===== src/hw/rtl/sobmag_pkg.sv =====
package sobmag_pkg;

	// Field widths
	localparam int PIX_W   = 8;
	localparam int ROW_W   = 12;
	localparam int COL_W   = 10;
	localparam int LW_W    = 11;
	localparam int GRAD_W  = 11;
	localparam int SQ_W    = 20;
	localparam int SUM_W   = 21;
	localparam int ROOT_W  = 8;
	localparam int CFG_W   = 12;

	// Configuration register indexes
	localparam logic CFG_LINE_WIDTH   = 1'b0;
	localparam logic CFG_FRAME_HEIGHT = 1'b1;

	// Reset values of the configuration registers
	localparam logic [LW_W-1:0]  LINE_WIDTH_RST   = 11'd640;
	localparam logic [ROW_W-1:0] FRAME_HEIGHT_RST = 12'd480;

	// Any sum of squares above this saturates the root at full scale
	localparam logic [SUM_W-1:0] SAT_LIMIT = 21'd65280;

	// Depth of the queue between front and back
	localparam int QUEUE_DEPTH = 2;

	// One gradient waiting for its root
	typedef struct packed {
		logic [SUM_W-1:0] sum;
		logic [ROW_W-1:0] row;
		logic [COL_W-1:0] col;
		logic             done;
	} item_t;

	typedef enum logic [2:0] {
		F_IDLE,
		F_WIN,
		F_GRAD,
		F_SQ,
		F_PUSH
	} front_state_t;

	typedef enum logic [1:0] {
		R_IDLE,
		R_ITER,
		R_RND
	} root_state_t;

endpackage


===== src/hw/rtl/sobmag_queue.sv =====
module sobmag_queue (
	input  logic              clk,
	input  logic              arst_n,
	input  logic              push,
	output logic              full,
	input  sobmag_pkg::item_t wr_item,
	input  logic              pop,
	output logic              empty,
	output sobmag_pkg::item_t rd_item
);

	localparam int DEPTH = sobmag_pkg::QUEUE_DEPTH;
	localparam int PW    = (DEPTH > 1) ? $clog2(DEPTH) : 1;
	localparam int NW    = $clog2(DEPTH + 1);

	sobmag_pkg::item_t mem_q [DEPTH];
	logic [PW-1:0] wr_ptr_q, rd_ptr_q;
	logic [NW-1:0] count_q;
	logic          do_push, do_pop;

	assign full    = (count_q == NW'(DEPTH));
	assign empty   = (count_q == '0);
	assign do_push = push && !full;
	assign do_pop  = pop && !empty;
	assign rd_item = mem_q[rd_ptr_q];

	// Advance pointers and fill count
	always_ff @(posedge clk or negedge arst_n) begin
		if (!arst_n) begin
			wr_ptr_q <= '0;
			rd_ptr_q <= '0;
			count_q  <= '0;
		end else begin
			if (do_push)
				wr_ptr_q <= (wr_ptr_q == PW'(DEPTH - 1)) ? '0 : wr_ptr_q + PW'(1);
			if (do_pop)
				rd_ptr_q <= (rd_ptr_q == PW'(DEPTH - 1)) ? '0 : rd_ptr_q + PW'(1);
			if (do_push && !do_pop)
				count_q <= count_q + NW'(1);
			else if (do_pop && !do_push)
				count_q <= count_q - NW'(1);
		end
	end

	// Store the pushed beat
	always_ff @(posedge clk) begin
		if (do_push)
			mem_q[wr_ptr_q] <= wr_item;
	end

	a_no_overflow: assert property (@(posedge clk) disable iff (!arst_n)
		push |-> !full)
		else $error("push into a full queue");

	a_count_bound: assert property (@(posedge clk) disable iff (!arst_n)
		count_q <= NW'(DEPTH))
		else $error("queue count beyond depth");

endmodule


===== config.mk =====
export PLATFORM = sky130hd
export DESIGN_NAME = sobmag_queue
export DESIGN_NICKNAME = d
export VERILOG_FILES = /design/src/hw/rtl/sobmag_pkg.sv /design/src/hw/rtl/sobmag_queue.sv
export SDC_FILE = /design/constraint.sdc
export NUM_CORES = 1
export LEC_CHECK = 0
export ABC_AREA = 1
export BUFFER_PORTS_ARGS = -buffer_cell sky130_fd_sc_hd__buf_2
export CAP_MARGIN = 20
export CORE_ASPECT_RATIO = 0.8
export CORE_MARGIN = 2
export CORE_UTILIZATION = 25
export DETAILED_ROUTE_END_ITERATION = 7
export GPL_TIMING_DRIVEN = 0
export PLACE_DENSITY = 0.47
export SLEW_MARGIN = 20
export SYNTH_ARGS = -nofsm -noshare
export SYNTH_HDL_FRONTEND = slang
export SYNTH_SLANG_ARGS = --single-unit

===== constraint.sdc =====
create_clock -name clk -period 3.6 [get_ports clk]
set_clock_uncertainty 0.05 [all_clocks]
set_input_delay 0.54 -clock clk [delete_from_list [all_inputs] [get_ports clk]]
set_output_delay 0.54 -clock clk [all_outputs]
set_load 0.05 [all_outputs]

; Yosys cells after proc, flatten, opt, wreduce, memory -nomap -nowiden
; Memories as Yosys holds them, arrays and structs flattened.
; Index checks and enable logic that the tools add are counted.
[classes]
add_sub_neg = 4
eq_ne = 1
muxes = 6
reduce_logical = 10
[ops]
columns = cell, count
row1 = logical AND 1 bit, 4
row2 = logical NOT 1 bit, 4
row3 = two-way mux 1 bit, 4
row4 = two-way mux 2 bit, 2
row5 = "adder 1 bit, second input constant", 2
row6 = "adder 2 x 1 -> 2 bit, second input constant", 1
row7 = "equality test 2 bit, second input constant", 1
row8 = logical NOT 2 bit, 1
row9 = nonzero test 2 bit, 1
row10 = "subtractor 2 x 1 -> 2 bit, second input constant", 1
[word_totals]
register_bits = 4
ram_bits = 88
in_bits = 48
output_inout_bits = 46
word_cells = 25
n_memories = 1
[memory_table]
columns = memory, words, width, rd, rd_ports_with_merged_regs, write_ports, line
row1 = mem_q, 2, 44, 1, 0, 1, sobmag_queue.sv:16  ; sobmag_pkg::item_t mem_q [DEPTH];

; Logic depth before layout (Yosys ltp)
; Gate-level depths: netlist of run 1.
[logic_depth]
depth_word = 7
depth_mapped = 9

; Worst setup path after synthesis of run 1
; Ideal clock, no wire load.
[synth_path]
path_type = input port to flip-flop
from = input port push
to = memory mem_q[1][0] (netlist name) (enable)
setup_ns = 0.445
arrival_ns = 2.467
t_required_ns = 3.105
setup_slack_ns = 0.638
cell_stages = 2
path_cell_list = o21ai_1 > nor2_1
[synth_between]
elab_chain_len = 3
[synth_rtl]
columns = element, line
row1 = from (decl), sobmag_queue.sv:4  ; input logic push,
row2 = logical AND 1 bit, sobmag_queue.sv:23  ; assign do_push = push && !full;
row3 = two-way mux 1 bit, sobmag_queue.sv:47  ; if (do_push)
row4 = two-way mux 1 bit (implied by the code), sobmag_queue.sv:48  ; mem_q[wr_ptr_q] <= wr_item;
row5 = to (decl), sobmag_queue.sv:16
; No other way between the ends.

==> results.cfg, run 1 <==
[place]
detailed_place_hpwl_um = 4760
post_dp_cell_area_mm2 = 0.00421
portBuffers = 93
gp_congestion = 0.736

[global_routing]
grt_pass1_vias = 2118
grt-ovfl-total = 0
grtUsageTotal_pct = 10.2
antenna_found_initial = 0
grt_max_degree = 28
grt_pass1_wl_um = 11100

[cts]
clk_path_buf_depth = 2
cts_buffers = 9
post-cts-setup-buffers = 0
cts_resized = 0
root_buffer = clkbuf_16
clkSinkCount = 92
cts_hold_buf = 1
clk_pin_slew_ns = 0.07
clk_latency_ns = 0.33
htree_num_levels = 3
cts_tree = done

[timing]
slew_headroom_pct = 61.5
fin_crit_ns = 2.18
worst_pin_slew_ns = 0.576
grt_setup_unrepaired = false
fmax_ghz = 0.459
period_share_pct = 60.5
setup_violations = 0
hold-worst-slack_ns = 0.337
hold_violations = 0
slew_violations = 0

[logic_synthesis]
synthCells = 261
syn_area_per_cell_um2 = 13.2
ys_seq_area_share_pct = 79.7
syn_area_mm2 = 0.00344
ys_warn_count = 0
synthDistinctLibCells = 18
ys_ff_latch = 92
syn_nets = 310

[routing]
vias = 2156
routed_via_density = 3.89
antenna_left = 0
dr.pass1.iters = 4
finalWirelength_um = 6950
wire_per_inst_um = 12.6
drc = 0
drt_iter0_drc = 90

[layout]
n_antenna_cell = 0
fin_nets = 418
stdcell_area_mm2 = 0.00452
layout_common_cells = nand2_1 (141), buf_2 (97), edfxtp_1 (88)
syn_to_final_growth_pct = 31.5
post-route-util_pct = 33.5
final_common_cell = nand2_1
drive_gt1_share_pct = 33.7

[min_path]
hold_depth = 1
hold_class = input port to register
worst_hold_path.endpoint = mem_q[0][31]
hold_start = wr_item[31]

[power_and_ir_drop]
total_power_mw = 4.52
peakVddDrop_mv = 0.393
p_per_area_mw_per_mm2 = 999
p_leak_nw = 1.94

[worst_setup_path]
crit_fanout = 10
crit_arrival_ns = 1.59
rr_startpoint = count_q[0]
r2r_slack_ns = 1.85
endpoint_kind = output pin
crit_start = rd_ptr_q
crit_type = register to output pin
worstSetupStartpointType = register
worst_r2r_path_depth = 5
cp.required_ns = 3.01
r2r_end = mem_q[0][6]

[floorplan]
die_w_um = 135
die-area_mm2 = 0.0147
pin_count = 94
die_h_um = 109
num_rows = 38
core_mm2 = 0.0135
initial_utilization_pct = 25.5

[job]
cap_viol_max_count = 0

[run_status]
status = finished, final reports clean
[Yosys cell counts]
| cell | n | area [µm²] |
|---|---|---|
| nand2_1 | 141 | 529 |
| edfxtp_1 | 88 | 2640 |
| inv_1 | 6 | 22.5 |
| buf_2 | 4 | 20.0 |
| buf_4 | 4 | 30.0 |
| dfrtp_1 | 4 | 100 |
| nor2_1 | 2 | 7.51 |
| o21ai_1 | 2 | 10.0 |
| buf_6 | 1 | 11.3 |
| ha_1 | 1 | 12.5 |
| inv_2 | 1 | 3.75 |
| inv_4 | 1 | 6.26 |
| nand3_1 | 1 | 5.00 |
| nand3b_1 | 1 | 7.51 |
| nand4_1 | 1 | 6.26 |
| nor2_2 | 1 | 6.26 |
| nor2_4 | 1 | 11.3 |
| xnor2_1 | 1 | 8.76 |
[per-layer routing]
layer | vias up | global-route usage (%) | routed length [µm] | share of wire, %
met1 | 978 | 12.4 | 3080 | 44
met2 | 80 | 16.2 | 3130 | 45
met3 | 8 | 4.70 | 648 | 9.3
li1 | 1090 | - | - | -
met4 | 0 | 3.57 | 92 | 1.3
met5 | - | 0 | 0 | 0
[through the flow]
stage / setup WS (ns) / cells / setup TNS, ns
5_1_grt: 1.32 / 554 / 0
3_5_place_dp: 1.69 / 537 / 0
3_3_place_gp: -0.863 / 534 / -37.84
6_report: 1.42 / 554 / 0
2_1_floorplan: 0.638 / 261 / 0
4_1_cts: 1.36 / 554 / 0
[where the power goes]
| part | internal [mW] | switching (mW) |
|---|---|---|
| clock | 0.540 | 0.387 |
| sequential | 1.46 | 0.0643 |
| combinational | 0.457 | 1.61 |
| total | 2.46 | 2.06 |
[logic make-up after synthesis]
family,after synthesis,synth area share [%]
fa+ha+maj,1,0.364
flops,92,79.7
compound gates,2,0.291
simple gates,148,16.7
buf+inv,17,2.73
xor+xnor,1,0.255
[state kept, by name (all words and copies together), names as in the netlist]
name	count
mem_q	88
count_q	2
rd_ptr_q	1
wr_ptr_q	1
[worst max-delay path by stage]
stage	to	slack, ns
final	rd_item[5]	1.42
after CTS	rd_item[20]	1.36
after global routing	rd_item[36]	1.32
after global placement	mem_q[1][6]	-0.86
after floorplan	mem_q[1][0]	0.64
after detailed placement	mem_q[0][6]	1.69
[critical path, stage by stage (launching register included)]
cell and delay, ns:
dfrtp_1 0.37, buf_6 0.15, inv_4 0.12, buf_4 0.20
nand2_1 0.06, nand2_1 0.07, buf_2 0.27
[final cells by class]
class	instances	area (µm²)
buffer	9	61.3
clock buffer	9	225
clock inverter	7	73.8
fill	1364	8980
inverter	8	32.5
multi-input combinational	152	612
sequential	92	2740
tap	180	225
timing repair buffer	97	551
No activity file was read; power rests on OpenSTA's default activity.
==> run 2, diff against run 1 <==
Clock period 3.6 ns to 2.2 ns, I/O delays scaled along.
==> results.cfg, run 2 (synthesis gave the netlist of run 1 again) <==
[layout]
largest-register = mem_q
fin_cells = 552
fin_nets = 417
layout_common_cells = nand2_1 (141), buf_2 (97), edfxtp_1 (88)
largestRegisters = mem_q x88, count_q x2
drive_gt1_share_pct = 32.8
syn_to_final_growth_pct = 30.6
largest_register_ffs = 88
n_antenna_cell = 0
final_common_cell = nand2_1

[job]
cap_viol_max_count = 0

[timing]
fin_ws_ns = 0.255
grt_setup_unrepaired = false
period_share_pct = 88.4
slew_violations = 0
hold-worst-slack_ns = 0.131
fin_crit_ns = 1.94
worst_pin_slew_ns = 0.733
fmax_ghz = 0.514
hold_violations = 0
setup_tns_ns = 0
setup_violations = 0
slew_headroom_pct = 51.0

[floorplan]
core_mm2 = 0.0135
die_h_um = 109
initial_utilization_pct = 25.5
num_rows = 38
pin_count = 94
die-area_mm2 = 0.0147
die_w_um = 135

[worst_setup_path]
crit_type = register to output pin
worst_r2r_path_depth = 3
crit_top_cell = nand2_1
path_cells = buf_6 > inv_4 > buf_4 > nand2_1 > nand2_1 > buf_2
r2r_slack_ns = 0.36
crit_slowest_cell = dfrtp_1
rr_startpoint = count_q[0]
endpoint_kind = output pin
cp.required_ns = 1.82
crit_arrival_ns = 1.56
max_stage_delay_ns = 0.37
crit_fanout = 10
r2r_end = mem_q[1][41]
worstSetupStartpointType = register

[routing]
dr.pass1.iters = 4
drc = 0
vias = 2138
drt_iter0_drc = 61
antenna_left = 0
wire_per_inst_um = 12.7
routed_via_density = 3.87
finalWirelength_um = 7010

[place]
portBuffers = 93
dp_slack_ns = 0.293
gp_congestion = 0.717
placedCellCount = 536
detailed_place_hpwl_um = 4680

[power_and_ir_drop]
peakVddDrop_mv = 0.784
p_leak_nw = 1.93
p_per_area_mw_per_mm2 = 1650
total_power_mw = 7.40

[global_routing]
antenna_found_initial = 0
grt-ovfl-total = 0
grtUsageTotal_pct = 10.3
grt_pass1_wl_um = 11200
grt_pass1_vias = 2227
grt_max_degree = 25

[cts]
clk_path_buf_depth = 2
clk_latency_ns = 0.33
clk_pin_slew_ns = 0.06
cts_tree = done
clkSinkCount = 92
cts_buffers = 9
htree_num_levels = 3
root_buffer = clkbuf_16

[run_status]
status = finished, final reports clean

[min_path]
hold_class = input port to register
hold_start = wr_item[30]
worst_hold_path.endpoint = mem_q[0][30]
hold_depth = 1
## run 2: cell count changes in the layout (fill, tap and decap cells not counted), moves of 2 or more
cell | before | now
inv_6 | 2 | 0
buf_16 | 2 | 0
clkinvlp_4 | 3 | 0
clkinv_1 | 1 | 3
## run 2: worst max-delay path, delay by kind of cell (launching register included)
family / cells / cell delay (ns)
buf+inv: 4 / 0.72
flops: 1 / 0.37
simple gates: 2 / 0.14
## run 2: timing repair
item,4_1_cts,5_1_grt
endpoints found under the hold margin,4,0
gates resized for setup,0,0
setup buffers,0,0
hold buffers,1,0
## run 2: layout make-up
class / instances / area (µm²)
buffer: 9 / 61.3
clock buffer: 9 / 225
clock inverter: 6 / 80.1
fill: 1350 / 9010
inverter: 8 / 32.5
multi-input combinational: 152 / 612
sequential: 92 / 2740
tap: 180 / 225
timing repair buffer: 96 / 515
## run 2: how the worst max path moves through the flow
| stage | startpoint | to | cells past startpoint |
|---|---|---|---|
| floorplan | count_q[0] | mem_q[1][0] | 2 |
| finish | rd_ptr_q | rd_item[39] | 6 |
| CTS | rd_ptr_q | rd_item[9] | 6 |
| global placement | count_q[0] | mem_q[1][21] | 2 |
| global route | rd_ptr_q | rd_item[20] | 6 |
| detailed placement | count_q[0] | mem_q[1][21] | 3 |
## run 2: metal layers
layer,GRT usage [%],vias to the layer above,share of wire [%]
li1,-,1086,-
met4,3.35,0,1.2
met1,12.2,969,44
met3,4.74,9,8.3
met2,16.8,74,46
met5,0,-,0
## run 2: where the power goes
part	switching, mW	internal, mW
sequential	0.105	2.39
clock	0.587	0.978
combinational	2.63	0.709
total	3.32	4.08
## run 2: stage by stage
stage	instance area [µm²]	utilization [%]
after floorplan	3440	-
after global placement	4130	30.6
after detailed placement	4180	30.9
after CTS	4490	33.3
after global routing	4490	33.3
final	4490	33.3
==> run 3, diff against run 2 <==
Settings changed: CAP_MARGIN 20 to unset.
Clock period 2.2 ns to 2 ns, I/O delays scaled along.
==> results.cfg, run 3 (synthesis gave the netlist of run 1 again) <==
[job]
cap_viol_max_count = 0

[worst_setup_path]
path_buf_inv = 4
crit_fanout = 10
worstSetupStartpointType = register
crit_arrival_ns = 1.56
crit_top_cell = nand2_1
critPathTopFamily = buffers and inverters
crit_type = register to output pin
crit_slowest_cell = dfrtp_1
max_stage_delay_ns = 0.37
path_cells = buf_6 > inv_4 > buf_4 > nand2_1 > nand2_1 > clkbuf_4
cp.required_ns = 1.65
endpoint_kind = output pin

[cts]
htree_num_levels = 3
root_buffer = clkbuf_16
clkSinkCount = 92
clk_pin_slew_ns = 0.06
clk_path_buf_depth = 2
clk_latency_ns = 0.33
cts_buffers = 9
cts_tree = done

[routing]
drt_iter0_drc = 43
drc = 0
vias = 2173
finalWirelength_um = 7050
antenna_left = 0
wire_per_inst_um = 12.8
routed_via_density = 3.93
dr.pass1.iters = 4

[floorplan]
pin_count = 94
die_h_um = 109
die-area_mm2 = 0.0147
initial_utilization_pct = 25.5
core_mm2 = 0.0135
num_rows = 38
die_w_um = 135

[global_routing]
grt_pass1_wl_um = 11300
grtUsageTotal_pct = 10.2
grt-ovfl-total = 0
grt_max_degree = 23
grt_pass1_vias = 2250
antenna_found_initial = 0

[power_and_ir_drop]
p_per_area_mw_per_mm2 = 1790
peakVddDrop_mv = 0.717
p_leak_nw = 1.93

[layout]
fin_nets = 418
largestRegisters = mem_q x88, count_q x2
nFillCells = 1341
stdcell_area_mm2 = 0.00454
drive_gt1_share_pct = 33.8
syn_to_final_growth_pct = 32.0
post-route-util_pct = 33.6
n_antenna_cell = 0
largest-register = mem_q
largest_register_ffs = 88
final_common_cell = nand2_1
layout_common_cells = nand2_1 (140), edfxtp_1 (88), buf_2 (83)

[timing]
period_share_pct = 95.3
slew_headroom_pct = 63.5
slew_violations = 0
fmax_ghz = 0.525
fin_crit_ns = 1.91
setup_violations = 0
hold_violations = 0
grt_setup_unrepaired = false
worst_pin_slew_ns = 0.547

[min_path]
hold_class = input port to register

[run_status]
status = finished, final reports clean

[place]
gp_congestion = 0.717
post_dp_cell_area_mm2 = 0.00420
detailed_place_hpwl_um = 4820
portBuffers = 93
==> run 3: cell types whose count changed in the layout (fill, tap and decap cells not counted), moves of 2 or more <==
cell / previous run / this run
clkinvlp_4: 0 / 3
buf_12: 2 / 0
clkinv_1: 3 / 0
buf_16: 0 / 2
clkbuf_4: 0 / 13
clkbuf_1: 0 / 2
buf_2: 97 / 83
==> run 3: timing repair <==
action,CTS,global route
buffers inserted,0,0
resized for setup,1,16
cloned,1,0
endpoints found under the hold margin,4,0
endpoints found under the setup margin,44,20
hold buffers,1,0
==> run 3: worst paths after layout <==
kind                                  start      endpoint  slack [ns]  cells past startpoint
worst min-delay path            wr_item[31]  mem_q[1][31]        0.11                      1
worst max register to register   count_q[1]   mem_q[0][8]        0.26                      5
min in group asynchronous            arst_n      wr_ptr_q        0.26                      2
worst max-delay path               rd_ptr_q   rd_item[25]        0.09                      6
max in group asynchronous            arst_n    count_q[0]        1.50                      2
worst min register to register     wr_ptr_q      wr_ptr_q        0.43                      2
==> run 3: stage by stage <==
step                setup TNS (ns)  instances  power, mW  hold WS, ns  setup slack, ns
finish                           0        553       8.15        0.106           0.0941
global route                     0        553       8.64       0.0853          0.00477
CTS                              0        553       8.23       0.0859           0.0272
detailed placement          -13.49        536       6.57       0.0696           -0.310
global placement            -19.66        534       6.47       0.0675           -0.283
floorplan                        0        261       5.55      -0.0456          0.00749
==> run 3: final cells by class <==
type / instances / area [µm²] / area share [%]
sequential: 92 / 2740 / 60.4
multi-input combinational: 152 / 619 / 13.6
timing repair buffer: 96 / 566 / 12.4
clock buffer: 11 / 233 / 5.12
tap: 180 / 225 / 4.96
buffer: 9 / 61.3 / 1.35
clock inverter: 4 / 51.3 / 1.13
inverter: 8 / 36.3 / 0.799
timing repair inverter: 1 / 7.51 / 0.165
==> run 3: routing by layer <==
metal  share of wire (%)  global-route usage, %  wire length (µm)
met5                   0                      0                 0
met4                0.51                   3.42                36
met3                 8.3                   4.97               586
met2                  48                   16.9              3360
met1                  44                   11.6              3070
==> run 3: where the power goes <==
group | internal, mW | total (mW) | switching, mW
Clock | 0.961 | 1.61 | 0.651
Sequential | 2.63 | 2.76 | 0.124
Combinational | 0.875 | 3.78 | 2.91
