==> config.mk <==
export PLATFORM = sky130hd
export DESIGN_NAME = sobmag_root
export DESIGN_NICKNAME = d
export VERILOG_FILES = /design/src/hw/rtl/sobmag_pkg.sv /design/src/hw/rtl/sobmag_root.sv
export SDC_FILE = /design/constraint.sdc
export NUM_CORES = 1
export LEC_CHECK = 0
export BUFFER_PORTS_ARGS = -buffer_cell sky130_fd_sc_hd__buf_4
export CAP_MARGIN = 10
export CORE_MARGIN = 1
export CORE_UTILIZATION = 61
export DETAILED_ROUTE_END_ITERATION = 12
export GPL_TIMING_DRIVEN = 0
export PLACE_DENSITY = 0.82
export SETUP_SLACK_MARGIN = 0.2
export SLEW_MARGIN = 40
export SYNTH_ARGS = -nofsm -noshare
export SYNTH_HDL_FRONTEND = slang
export SYNTH_SLANG_ARGS = --single-unit
==> constraint.sdc <==
create_clock -name clk -period 8.5 [get_ports clk]
set_input_delay 0.85 -clock clk [delete_from_list [all_inputs] [get_ports clk]]
set_output_delay 0.85 -clock clk [all_outputs]
set_load 0.02 [all_outputs]
==> src/hw/rtl/sobmag_pkg.sv <==
package sobmag_pkg;

	// Field widths
	localparam int PIX_W   = 8;
	localparam int ROW_W   = 12;
	localparam int COL_W   = 10;
	localparam int LW_W    = 11;
	localparam int GRAD_W  = 11;
	localparam int SQ_W    = 20;
	localparam int SUM_W   = 21;
	localparam int ROOT_W  = 8;
	localparam int CFG_W   = 12;

	// Configuration register indexes
	localparam logic CFG_LINE_WIDTH   = 1'b0;
	localparam logic CFG_FRAME_HEIGHT = 1'b1;

	// Reset values of the configuration registers
	localparam logic [LW_W-1:0]  LINE_WIDTH_RST   = 11'd640;
	localparam logic [ROW_W-1:0] FRAME_HEIGHT_RST = 12'd480;

	// Any sum of squares above this saturates the root at full scale
	localparam logic [SUM_W-1:0] SAT_LIMIT = 21'd65280;

	// Depth of the queue between front and back
	localparam int QUEUE_DEPTH = 2;

	// One gradient waiting for its root
	typedef struct packed {
		logic [SUM_W-1:0] sum;
		logic [ROW_W-1:0] row;
		logic [COL_W-1:0] col;
		logic             done;
	} item_t;

	typedef enum logic [2:0] {
		F_IDLE,
		F_WIN,
		F_GRAD,
		F_SQ,
		F_PUSH
	} front_state_t;

	typedef enum logic [1:0] {
		R_IDLE,
		R_ITER,
		R_RND
	} root_state_t;

endpackage

==> src/hw/rtl/sobmag_root.sv <==
module sobmag_root (
	input  logic                              clk,
	input  logic                              arst_n,
	input  logic                              q_empty,
	output logic                              q_pop,
	input  sobmag_pkg::item_t                 q_item,
	output logic                              empty,
	input  logic                              pop,
	output logic [sobmag_pkg::ROOT_W-1:0]     edge_res,
	output logic [sobmag_pkg::ROW_W-1:0]      out_row,
	output logic [sobmag_pkg::COL_W-1:0]      out_col,
	output logic                              frame_done
);

	localparam int RTW = sobmag_pkg::ROOT_W;
	localparam int SMW = sobmag_pkg::SUM_W;
	localparam int BW  = $clog2(RTW);

	sobmag_pkg::root_state_t state_q, state_d;

	sobmag_pkg::item_t item_q;
	logic [RTW-1:0]    r_q;
	logic [BW-1:0]     bit_q;
	logic [RTW-1:0]    trial;
	logic [2*RTW-1:0]  trial_sq;
	logic [2*RTW-1:0]  r_sq;
	logic [2*RTW:0]    r_sq_r;
	logic [RTW-1:0]    res;
	logic              out_valid_q;
	logic              slot_free, load_out;

	// One root bit per cycle, then the rounding step
	always_comb begin
		trial    = r_q | (RTW'(1) << bit_q);
		trial_sq = trial * trial;
		r_sq     = r_q * r_q;
		r_sq_r   = {1'b0, r_sq} + (2*RTW+1)'(r_q);
		if (item_q.sum > sobmag_pkg::SAT_LIMIT)
			res = '1;
		else if (item_q.sum > SMW'(r_sq_r))
			res = r_q + RTW'(1);
		else
			res = r_q;
	end

	assign slot_free = !out_valid_q || pop;

	// Next state
	always_comb begin
		state_d = state_q;
		unique case (state_q)
			sobmag_pkg::R_IDLE: if (!q_empty) state_d = sobmag_pkg::R_ITER;
			sobmag_pkg::R_ITER: if (bit_q == '0) state_d = sobmag_pkg::R_RND;
			sobmag_pkg::R_RND:  if (slot_free) state_d = sobmag_pkg::R_IDLE;
			default:            state_d = sobmag_pkg::R_IDLE;
		endcase
	end

	// Handshake outputs
	always_comb begin
		q_pop    = (state_q == sobmag_pkg::R_IDLE) && !q_empty;
		load_out = (state_q == sobmag_pkg::R_RND) && slot_free;
	end

	// Advance state and the output valid flag
	always_ff @(posedge clk or negedge arst_n) begin
		if (!arst_n) begin
			state_q     <= sobmag_pkg::R_IDLE;
			out_valid_q <= 1'b0;
		end else begin
			state_q <= state_d;
			if (load_out)
				out_valid_q <= 1'b1;
			else if (pop)
				out_valid_q <= 1'b0;
		end
	end

	// Take a beat from the queue and refine the root
	always_ff @(posedge clk) begin
		if (q_pop) begin
			item_q <= q_item;
			r_q    <= '0;
			bit_q  <= BW'(RTW - 1);
		end else if (state_q == sobmag_pkg::R_ITER) begin
			if (SMW'(trial_sq) <= item_q.sum)
				r_q <= trial;
			bit_q <= bit_q - BW'(1);
		end
	end

	// Output register
	always_ff @(posedge clk) begin
		if (load_out) begin
			edge_res   <= res;
			out_row    <= item_q.row;
			out_col    <= item_q.col;
			frame_done <= item_q.done;
		end
	end

	assign empty = !out_valid_q;

	a_iter_len: assert property (@(posedge clk) disable iff (!arst_n)
		(state_q == sobmag_pkg::R_ITER && bit_q != '0) |=> (state_q == sobmag_pkg::R_ITER))
		else $error("root iteration cut short");

	a_load_valid: assert property (@(posedge clk) disable iff (!arst_n)
		load_out |=> out_valid_q)
		else $error("loaded result not shown");

	a_pop_src: assert property (@(posedge clk) disable iff (!arst_n)
		q_pop |-> !q_empty)
		else $error("pop from empty queue");

endmodule

Word-level counts from Yosys, hierarchy flattened. Cells that the tools add are included. Widths: inputs -> output; s select.

Bits in registers: 89. Bits of input ports: 48. Output and inout port bits: 33.

$add $sub $neg: 3. Multipliers: 2. $lt $le $gt $ge: 3. Equality and inequality tests: 5. Shift-type cells: 1. Multiplexer cells: 7. Bitwise operators: 1. Reduce and logical (&&, ||, !) cells: 10.

Operators with widths (count): $mul 8x8->16 (2); $gt 21x16->1 const B (1); $gt 21x17->1 (1); $le 16x21->1 (1); $add 16x8->17 (1); $add 8x1->8 const B (1); $mux 8 (1); $or 8x8->8 (1); $shl 1x3->8 const A (1); $mux 2 (3); $ne 2x2->1 const B (3); $pmux 2 s3 (1); $logic_not 3->1 (1); $reduce_and 3->1 (1); $sub 3x1->3 const B (1); $eq 2x1->1 const B (1); $eq 2x2->1 const B (1); $logic_and 1x1->1 (2); $logic_not 1->1 (2); $logic_not 2->1 (1); $mux 1 (2); $reduce_and 2->1 (1); $reduce_bool 2->1 (1); $logic_or 1x1->1 (1).

Longest topological paths before layout. Gate-level depths: netlist (run 1).

Depth in word-level cells: 5. Depth in mapped cells: 25. Depth with buffers taken out: 25.

Worst setup path before layout (run 1). OpenSTA, ideal clock, no wires.

Path type: register to register. Start point: register r_q[6]. End point: register edge_res[3] (netlist bit) (data pin). Arrival time: 5.895 ns. Required time: 8.238 ns. Slack: 2.343 ns. Cell stages (with the launch flop): 23. Buffers on the path: 2. Clock period less this slack: 6.157 ns. Path through: dfxtp_1 -> clkbuf_1 -> inv_1 -> nor2_1 -> fa_1 -> fa_1 -> fa_1 -> inv_1 -> fa_1 -> inv_1 -> ha_1 -> o21a_1 -> o21ai_0 -> nor3_1 -> o31ai_1 -> xor2_1 -> ha_1 -> nand4_1 -> or4_1 -> buf_2 -> o22a_4 -> a211oi_2 -> mux2i_1.

Word-level cells in the longest chain between the ends: 4.

RTL lines: start, declared (line sobmag_root.sv:22) `logic [RTW-1:0] r_q;`; start signal, assigned (line sobmag_root.sv:87) `r_q <= trial;`; $mul 8x8->16 (line sobmag_root.sv:36) `r_sq = r_q * r_q;`; $add 16x8->17 * (line sobmag_root.sv:37) `r_sq_r = {1'b0, r_sq} + (2*RTW+1)'(r_q);`; $gt 21x17->1 * (line sobmag_root.sv:40) `else if (item_q.sum > SMW'(r_sq_r))`; $mux 8 * (line sobmag_root.sv:40); end signal, assigned (line sobmag_root.sv:95) `edge_res <= res;`; end, declared (line sobmag_root.sv:9) `output logic [sobmag_pkg::ROOT_W-1:0] edge_res,`.

Mark *: on every way between the ends. The rest lies on a longest branch, timed or not. A chain may end at the register's enable or synchronous reset.

Worst setup path in the final report (run 1).
Start point: register r_q[5]. End point: register edge_res[4] (netlist bit) (data pin).

Same word-level chain as after synthesis.

==> flow_summary_export.csv, run 1 <==
group,metric,value,unit
outcome,outcome,"completed",
cts,ctsResizeCount,0,
floorplan,ioPinCount,81,
worst_setup_path,critPathKind,"reg -> reg",
worst_setup_path,worst_setup_path_start_kind,"flop",
drt,vias_per_cell,5.87,
sta,setup_viol,0,
place,numPortBuffers,80,
sta,fmax,0.137,GHz
finish,area_growth,15.3,%
drt,antenna_left,0,
sta,worst_pin_slew,844,ps
cts,postCtsSetupRepairBufs,0,
finish,nFillCells,822,
job,maxCapViolCount,0,
finish,multiInputGateArea,4450,µm²
place,place_area,8370,µm²
drt,drtIter0Drc,370,
min_path,worstHoldPathType,"in -> async",
global_routing,antenna_found_initial,0,
global_routing,grt_pass1_vias,5960,
synth,yosys-top-cells-area,"edfxtp_1 30%, ha_1 17%, fa_1 16%",
synth,synth-main-ff-cell,"edfxtp_1",
finish,layout-drive-gt1-share,0.141,
cts,cts_tree,"yes",
floorplan,die-area,12800,µm²
drt,drt_pass1_iterations,6,
place,gp_congestion,0.909,
sta,grt_setup_unrepaired,"no",
floorplan,start_util,0.628,
drt,vias,5744,
synth,yosys_register_bits,89,
cts,clock-sinks,89,
synth,avgSynthCellArea,10.3,µm²
synth,synth.yosys.warnings,0,
sta,maxSlewViolCount,0,
synth,synthArstFlopShare,0.0337,
worst_setup_path,cp_max_fo,8,
global_routing,grt_start_max_net_pins,54,
synth,post-synth-top-area-cell,"edfxtp_1",
global_routing,grt_usage,0.283,
worst_setup_path,worstSetupEndpointType,"flop",
sta,fin_setup_tns,0,ps
worst_setup_path,r2r_setup_slack,1190,ps
floorplan,coreArea,12000,µm²
sta,relSlewSlack,0.437,
drt,post-route-drc-count,0,
sta,hold_viol,0,
synth,yosysSeqAreaShare,0.338,
place,dpl.cell_count,963,
global_routing,grt_pass1_wl,28.1,mm
worst_setup_path,arrival,7490,ps
synth,syn_nets,942,
finish,register_area,2550,µm²
synth,synth_cells,735,
sta,period_minus_slack,7310,ps
synth,yosysMostFrequentCell,"inv_1",
synth,synthDistinctLibCells,59,
finish,postLayoutCellArea,8700,µm²
cts,cts_made_buffers,9,
cts,clock_latency,350,ps
sta,finalCritPeriodShare,0.860,
synth,netlist_area,7540,µm²
floorplan,die_y,113,µm
sta,fin_skew,8.02,ps
drt,wirelength,17.0,mm
drt,routedWlPerCell,17.4,µm
place,dpl.hpwl,13.2,mm
cts,htreeDepth,3,
floorplan,row_count,40,
synth,synth_top_area_frac,0.299,
cts,cts.path.max_buffers,2,
cts,hold_buffers,0,
global_routing,grt_overflow,0,
synth,synthTopCellsByCount,"134 x inv_1, 100 x ha_1, 75 x edfxtp_1",
cts,root_buffer,"clkbuf_16",
finish,insertedDiodeCount,0,
finish,fin_cells,979,
finish,fin_nets,1034,
floorplan,die-width,113,µm
worst_setup_path,required,8680,ps
cts,clk_pin_slew,70,ps
synth,synth_edf_count,75,
## cell families after synthesis
| logic type | count (synthesis) | share of synthesized area |
|---|---|---|
| AOI/OAI and AO/OA | 119 | 0.107 |
| xor gates and xnor gates | 28 | 0.0325 |
| adders and majority gates | 159 | 0.322 |
| buffers and inverters | 153 | 0.0763 |
| DFF | 89 | 0.338 |
| muxes | 8 | 0.0108 |
| and+or+nand+nor | 179 | 0.113 |
## final timing paths
check                          start  depth (start not counted)           to
setup / recovery              r_q[5]                         22  edge_res[4]
hold / removal                arst_n                          1   state_q[1]
min in group clk           item_q[0]                          0   frame_done
setup reg to reg              r_q[5]                         22  edge_res[4]
hold reg to reg            item_q[0]                          0   frame_done
max in group asynchronous     arst_n                          1   state_q[0]
## cell usage in the layout (no fill, tap or decap), types with 7 or more instances in the layout
cell type,Yosys,final
nand4_1,9,9
nand3_1,7,7
a21o_1,7,7
xnor2_1,17,17
nor4_1,7,7
xor2_1,11,11
nor3_1,16,16
clkbuf_1,13,13
a311oi_1,10,10
fa_1,59,59
ha_1,100,100
inv_1,134,134
nand2b_1,7,7
dfxtp_1,11,11
mux2i_1,7,7
clkbuf_16,0,9
or2_2,8,8
a21oi_1,37,35
nand2_1,29,29
o21ai_0,18,18
edfxtp_1,75,75
buf_4,0,80
nor2_1,73,73
o211ai_1,7,7
## layout make-up
| type | count | share of cell area |
|---|---|---|
| Multi-Input combinational cell | 493 | 0.512 |
| Sequential cell | 89 | 0.293 |
| Timing Repair Buffer | 81 | 0.0708 |
| Clock inverter | 7 | 0.0111 |
| Tap cell | 147 | 0.0211 |
| Inverter | 138 | 0.0601 |
| Clock buffer | 9 | 0.0259 |
| Buffer | 15 | 0.00662 |
## sequential cells by signal, summed over array words and instances (netlist names)
name and count:
out_row 12, item_q 44, bit_q 3, edge_res 8
r_q 8, out_valid_q 1, out_col 10, frame_done 1
state_q 2
## metal layers
metal	share of wire	global-route usage	vias to the layer above
met1	0.41	0.359	2799
met3	0.073	0.0589	44
met5	0	0.0118	-
met4	0.022	0.0904	0
li1	-	-	2693
met2	0.50	0.488	208
## critical path, stage by stage, from the launching register on
cell and delay (ps):
dfxtp_1 360, clkbuf_1 370, clkinv_1 430, nor2_1 260, inv_1 90, fa_1 480
fa_1 530, fa_1 450, fa_1 560, inv_1 50, ha_1 370, o21ai_0 170
o21a_1 200, nor3_1 330, o31ai_1 190, o22a_1 230, ha_1 320, nand4_1 210
or4_1 530, buf_2 170, o22a_4 300, a211oi_2 280, mux2i_1 260
## through the flow
step           hold slack, ps  setup slack, ps  utilization
5_1_grt                   273              757        0.724
3_3_place_gp              400             1410        0.693
4_1_cts                   273             1290        0.724
2_1_floorplan             400             2340            -
6_report                  271             1190        0.724
3_5_place_dp              405             1340        0.697
Power of run 1 is not shown: default switching activity piles up to over one toggle a cycle in this logic, so the estimate is an artifact.
==> inputs of run 2 (changes only) <==
--- a/config.mk
+++ b/config.mk
@@ -5,6 +5,7 @@
 export SDC_FILE = /design/constraint.sdc
 export NUM_CORES = 1
 export LEC_CHECK = 0
+export ABC_AREA = 1
 export BUFFER_PORTS_ARGS = -buffer_cell sky130_fd_sc_hd__buf_4
 export CAP_MARGIN = 10
 export CORE_MARGIN = 1
==> run 2 against run 1 <==
  * Synthesized area is 2.8% higher
  * Clock skew is 4.1 ps higher
  * Sequential share of layout area is 0.79 points lower
  * Routed wire length is 6.0% lower
  * Register-to-register slack better by 1200 ps
  * Critical path type unchanged
  * Largest cell class unchanged
==> flow_summary_export.csv, run 2 <==
group,metric,value,unit
outcome,outcome,"completed",
worst_setup_path,slowest_delay,550,ps
cts,clock-sinks,89,
cts,cts_tree,"yes",
cts,clk_pin_slew,80,ps
global_routing,busiest_layer,"met2",
finish,layout_commonest_cell,"inv_1",
finish,final_core_utilization,0.732,
worst_setup_path,arrival,6410,ps
synth,synthTopCellsByCount,"198 x inv_1, 157 x nand2_1, 100 x ha_1",
cts,cts_made_buffers,9,
worst_setup_path,cp_max_fo,8,
synth,synth_top_area_frac,0.290,
power,vdd_drop_max,0.276,mV
synth,avgSynthCellArea,9.31,µm²
global_routing,grt_usage,0.270,
synth,syn_nets,1040,
global_routing,globalRouteMet3Util,0.0490,
drt,vias_per_cell,5.20,
finish,largest-register,"item_q",
worst_setup_path,cp_common_cell,"inv_1",
sta,fin_setup_tns,0,ps
power,power.total,3.36,mW
cts,hold_buffers,0,
drt,post-route-drc-count,0,
global_routing,antenna_found_initial,0,
cts,htreeDepth,3,
sta,fin_skew,12.2,ps
finish,reg_top3,"item_q (44), out_row (12), out_col (10)",
sta,period_minus_slack,6130,ps
worst_setup_path,worstSetupEndpointType,"flop",
finish,postLayoutCellArea,8940,µm²
cts,postCtsSetupRepairBufs,0,
place,pre_cts_ws,2420,ps
finish,fin_nets,1134,
sta,worst_pin_slew,605,ps
finish,nFillCells,921,
global_routing,grtUsageMet1,0.322,
place,numPortBuffers,80,
finish,multiInputGateArea,4370,µm²
global_routing,grt_pass1_vias,5892,
synth,yosys-top-cells-area,"edfxtp_1 29%, ha_1 16%, fa_1 15%",
drt,drt_pass1_iterations,5,
sta,maxSlewViolCount,0,
synth,synthDistinctLibCells,40,
floorplan,start_util,0.635,
power,p_leak,4.59,nW
synth,yosysSeqAreaShare,0.328,
finish,register_area,2550,µm²
finish,area_growth,15.3,%
floorplan,die_y,115,µm
synth,yosys_register_bits,89,
worst_setup_path,worst_setup_path_start_kind,"flop",
synth,yosysMostFrequentCell,"inv_1",
finish,largest_register_ffs,44,
synth,synthArstFlopShare,0.0337,
worst_setup_path,slowest_stage,"fa_1",
synth,synth-main-ff-cell,"edfxtp_1",
cts,ctsResizeCount,0,
sta,setup_viol,0,
global_routing,grt_overflow,0,
floorplan,row_count,40,
place,place_area,8640,µm²
worst_setup_path,worst-path-buf-inv,5,
finish,layout-drive-gt1-share,0.151,
synth,synth.yosys.warnings,0,
finish,layout_common_cells,"198 x inv_1, 157 x nand2_1, 100 x ha_1",
power,power_density,376,nW/µm²
min_path,worstHoldPathType,"in -> async",
finish,fin_cells,1100,
sta,grt_setup_unrepaired,"no",
floorplan,die-width,115,µm
cts,cts.path.max_buffers,2,
drt,vias,5720,
drt,antenna_left,0,
sta,fin_ws,2370,ps
worst_setup_path,cp_top_family,"adder cells",
drt,drtIter0Drc,368,
sta,relSlewSlack,0.595,
finish,insertedDiodeCount,0,
worst_setup_path,critPathKind,"reg -> reg",
synth,synth_cells,833,
sta,finalCritPeriodShare,0.721,
sta,holdWs,261,ps
synth,post-synth-top-area-cell,"edfxtp_1",
place,gp_congestion,0.886,
place,dpl.hpwl,13.1,mm
sta,hold_viol,0,
cts,clock_latency,360,ps
drt,routedWlPerCell,14.5,µm
synth,synth_edf_count,75,
floorplan,ioPinCount,81,
cts,root_buffer,"clkbuf_16",
floorplan,coreArea,12200,µm²
global_routing,met2_usage,0.474,
floorplan,die-area,13200,µm²
job,maxCapViolCount,0,
synth,netlist_area,7750,µm²
worst_setup_path,required,8780,ps
drt,wirelength,16.0,mm
sta,fmax,0.163,GHz
global_routing,grt_pass1_wl,26.9,mm
global_routing,grt_start_max_net_pins,20,
place,dpl.cell_count,1084,
run 2: cell count changes after synthesis, sizes merged, moves of 11 or more:
cell and delta:
nand2 +132, nand3 +28, nor2 -33, xor2 +13, clkbuf -11, inv +70
run 2: path summary, 6_finish.rpt:
path,startpoint,to,slack [ps],depth (start not counted)
worst min register to register,item_q[0],frame_done,420,0
min in group clk,item_q[0],frame_done,420,0
worst max register to register,bit_q[0],r_q[2],2370,27
worst max-delay path,bit_q[0],r_q[2],2370,27
worst min-delay path,arst_n,out_valid_q,260,1
max in group asynchronous,arst_n,state_q[0],8150,1
run 2: logic make-up (layout without fill, tap and decap cells):
group                    after synthesis  count (layout)  synth area share
AO/OA/AOI/OAI                         75              75            0.0586
XOR/XNOR                              37              37            0.0418
adder cells (fa/ha/maj)              159             159             0.314
buffers and inverters                215             314             0.111
flip-flops                            89              89             0.328
AND/OR/NAND/NOR                      258             258             0.147
run 2: layout make-up:
| class | count | share of cell area |
|---|---|---|
| Inverter | 204 | 0.0857 |
| Clock inverter | 7 | 0.00854 |
| Timing Repair Buffer | 83 | 0.0736 |
| Clock buffer | 9 | 0.0252 |
| Tap cell | 168 | 0.0235 |
| Sequential cell | 89 | 0.285 |
| Multi-Input combinational cell | 529 | 0.488 |
| Buffer | 11 | 0.0102 |
run 2: report_power, final:
group | total, mW | internal, mW | switching, mW
Clock | 0.401 | 0.210 | 0.191
Sequential | 0.618 | 0.564 | 0.0540
Combinational | 2.34 | 0.879 | 1.46
Total | 3.36 | 1.65 | 1.71
run 2: metal layers:
metal	wire length, µm	vias to the layer above
met5	0	-
met4	638	0
met2	7990	148
met1	6580	2701
li1	-	2820
met3	776	51
Note: power is estimated with default switching activity, not from simulation.
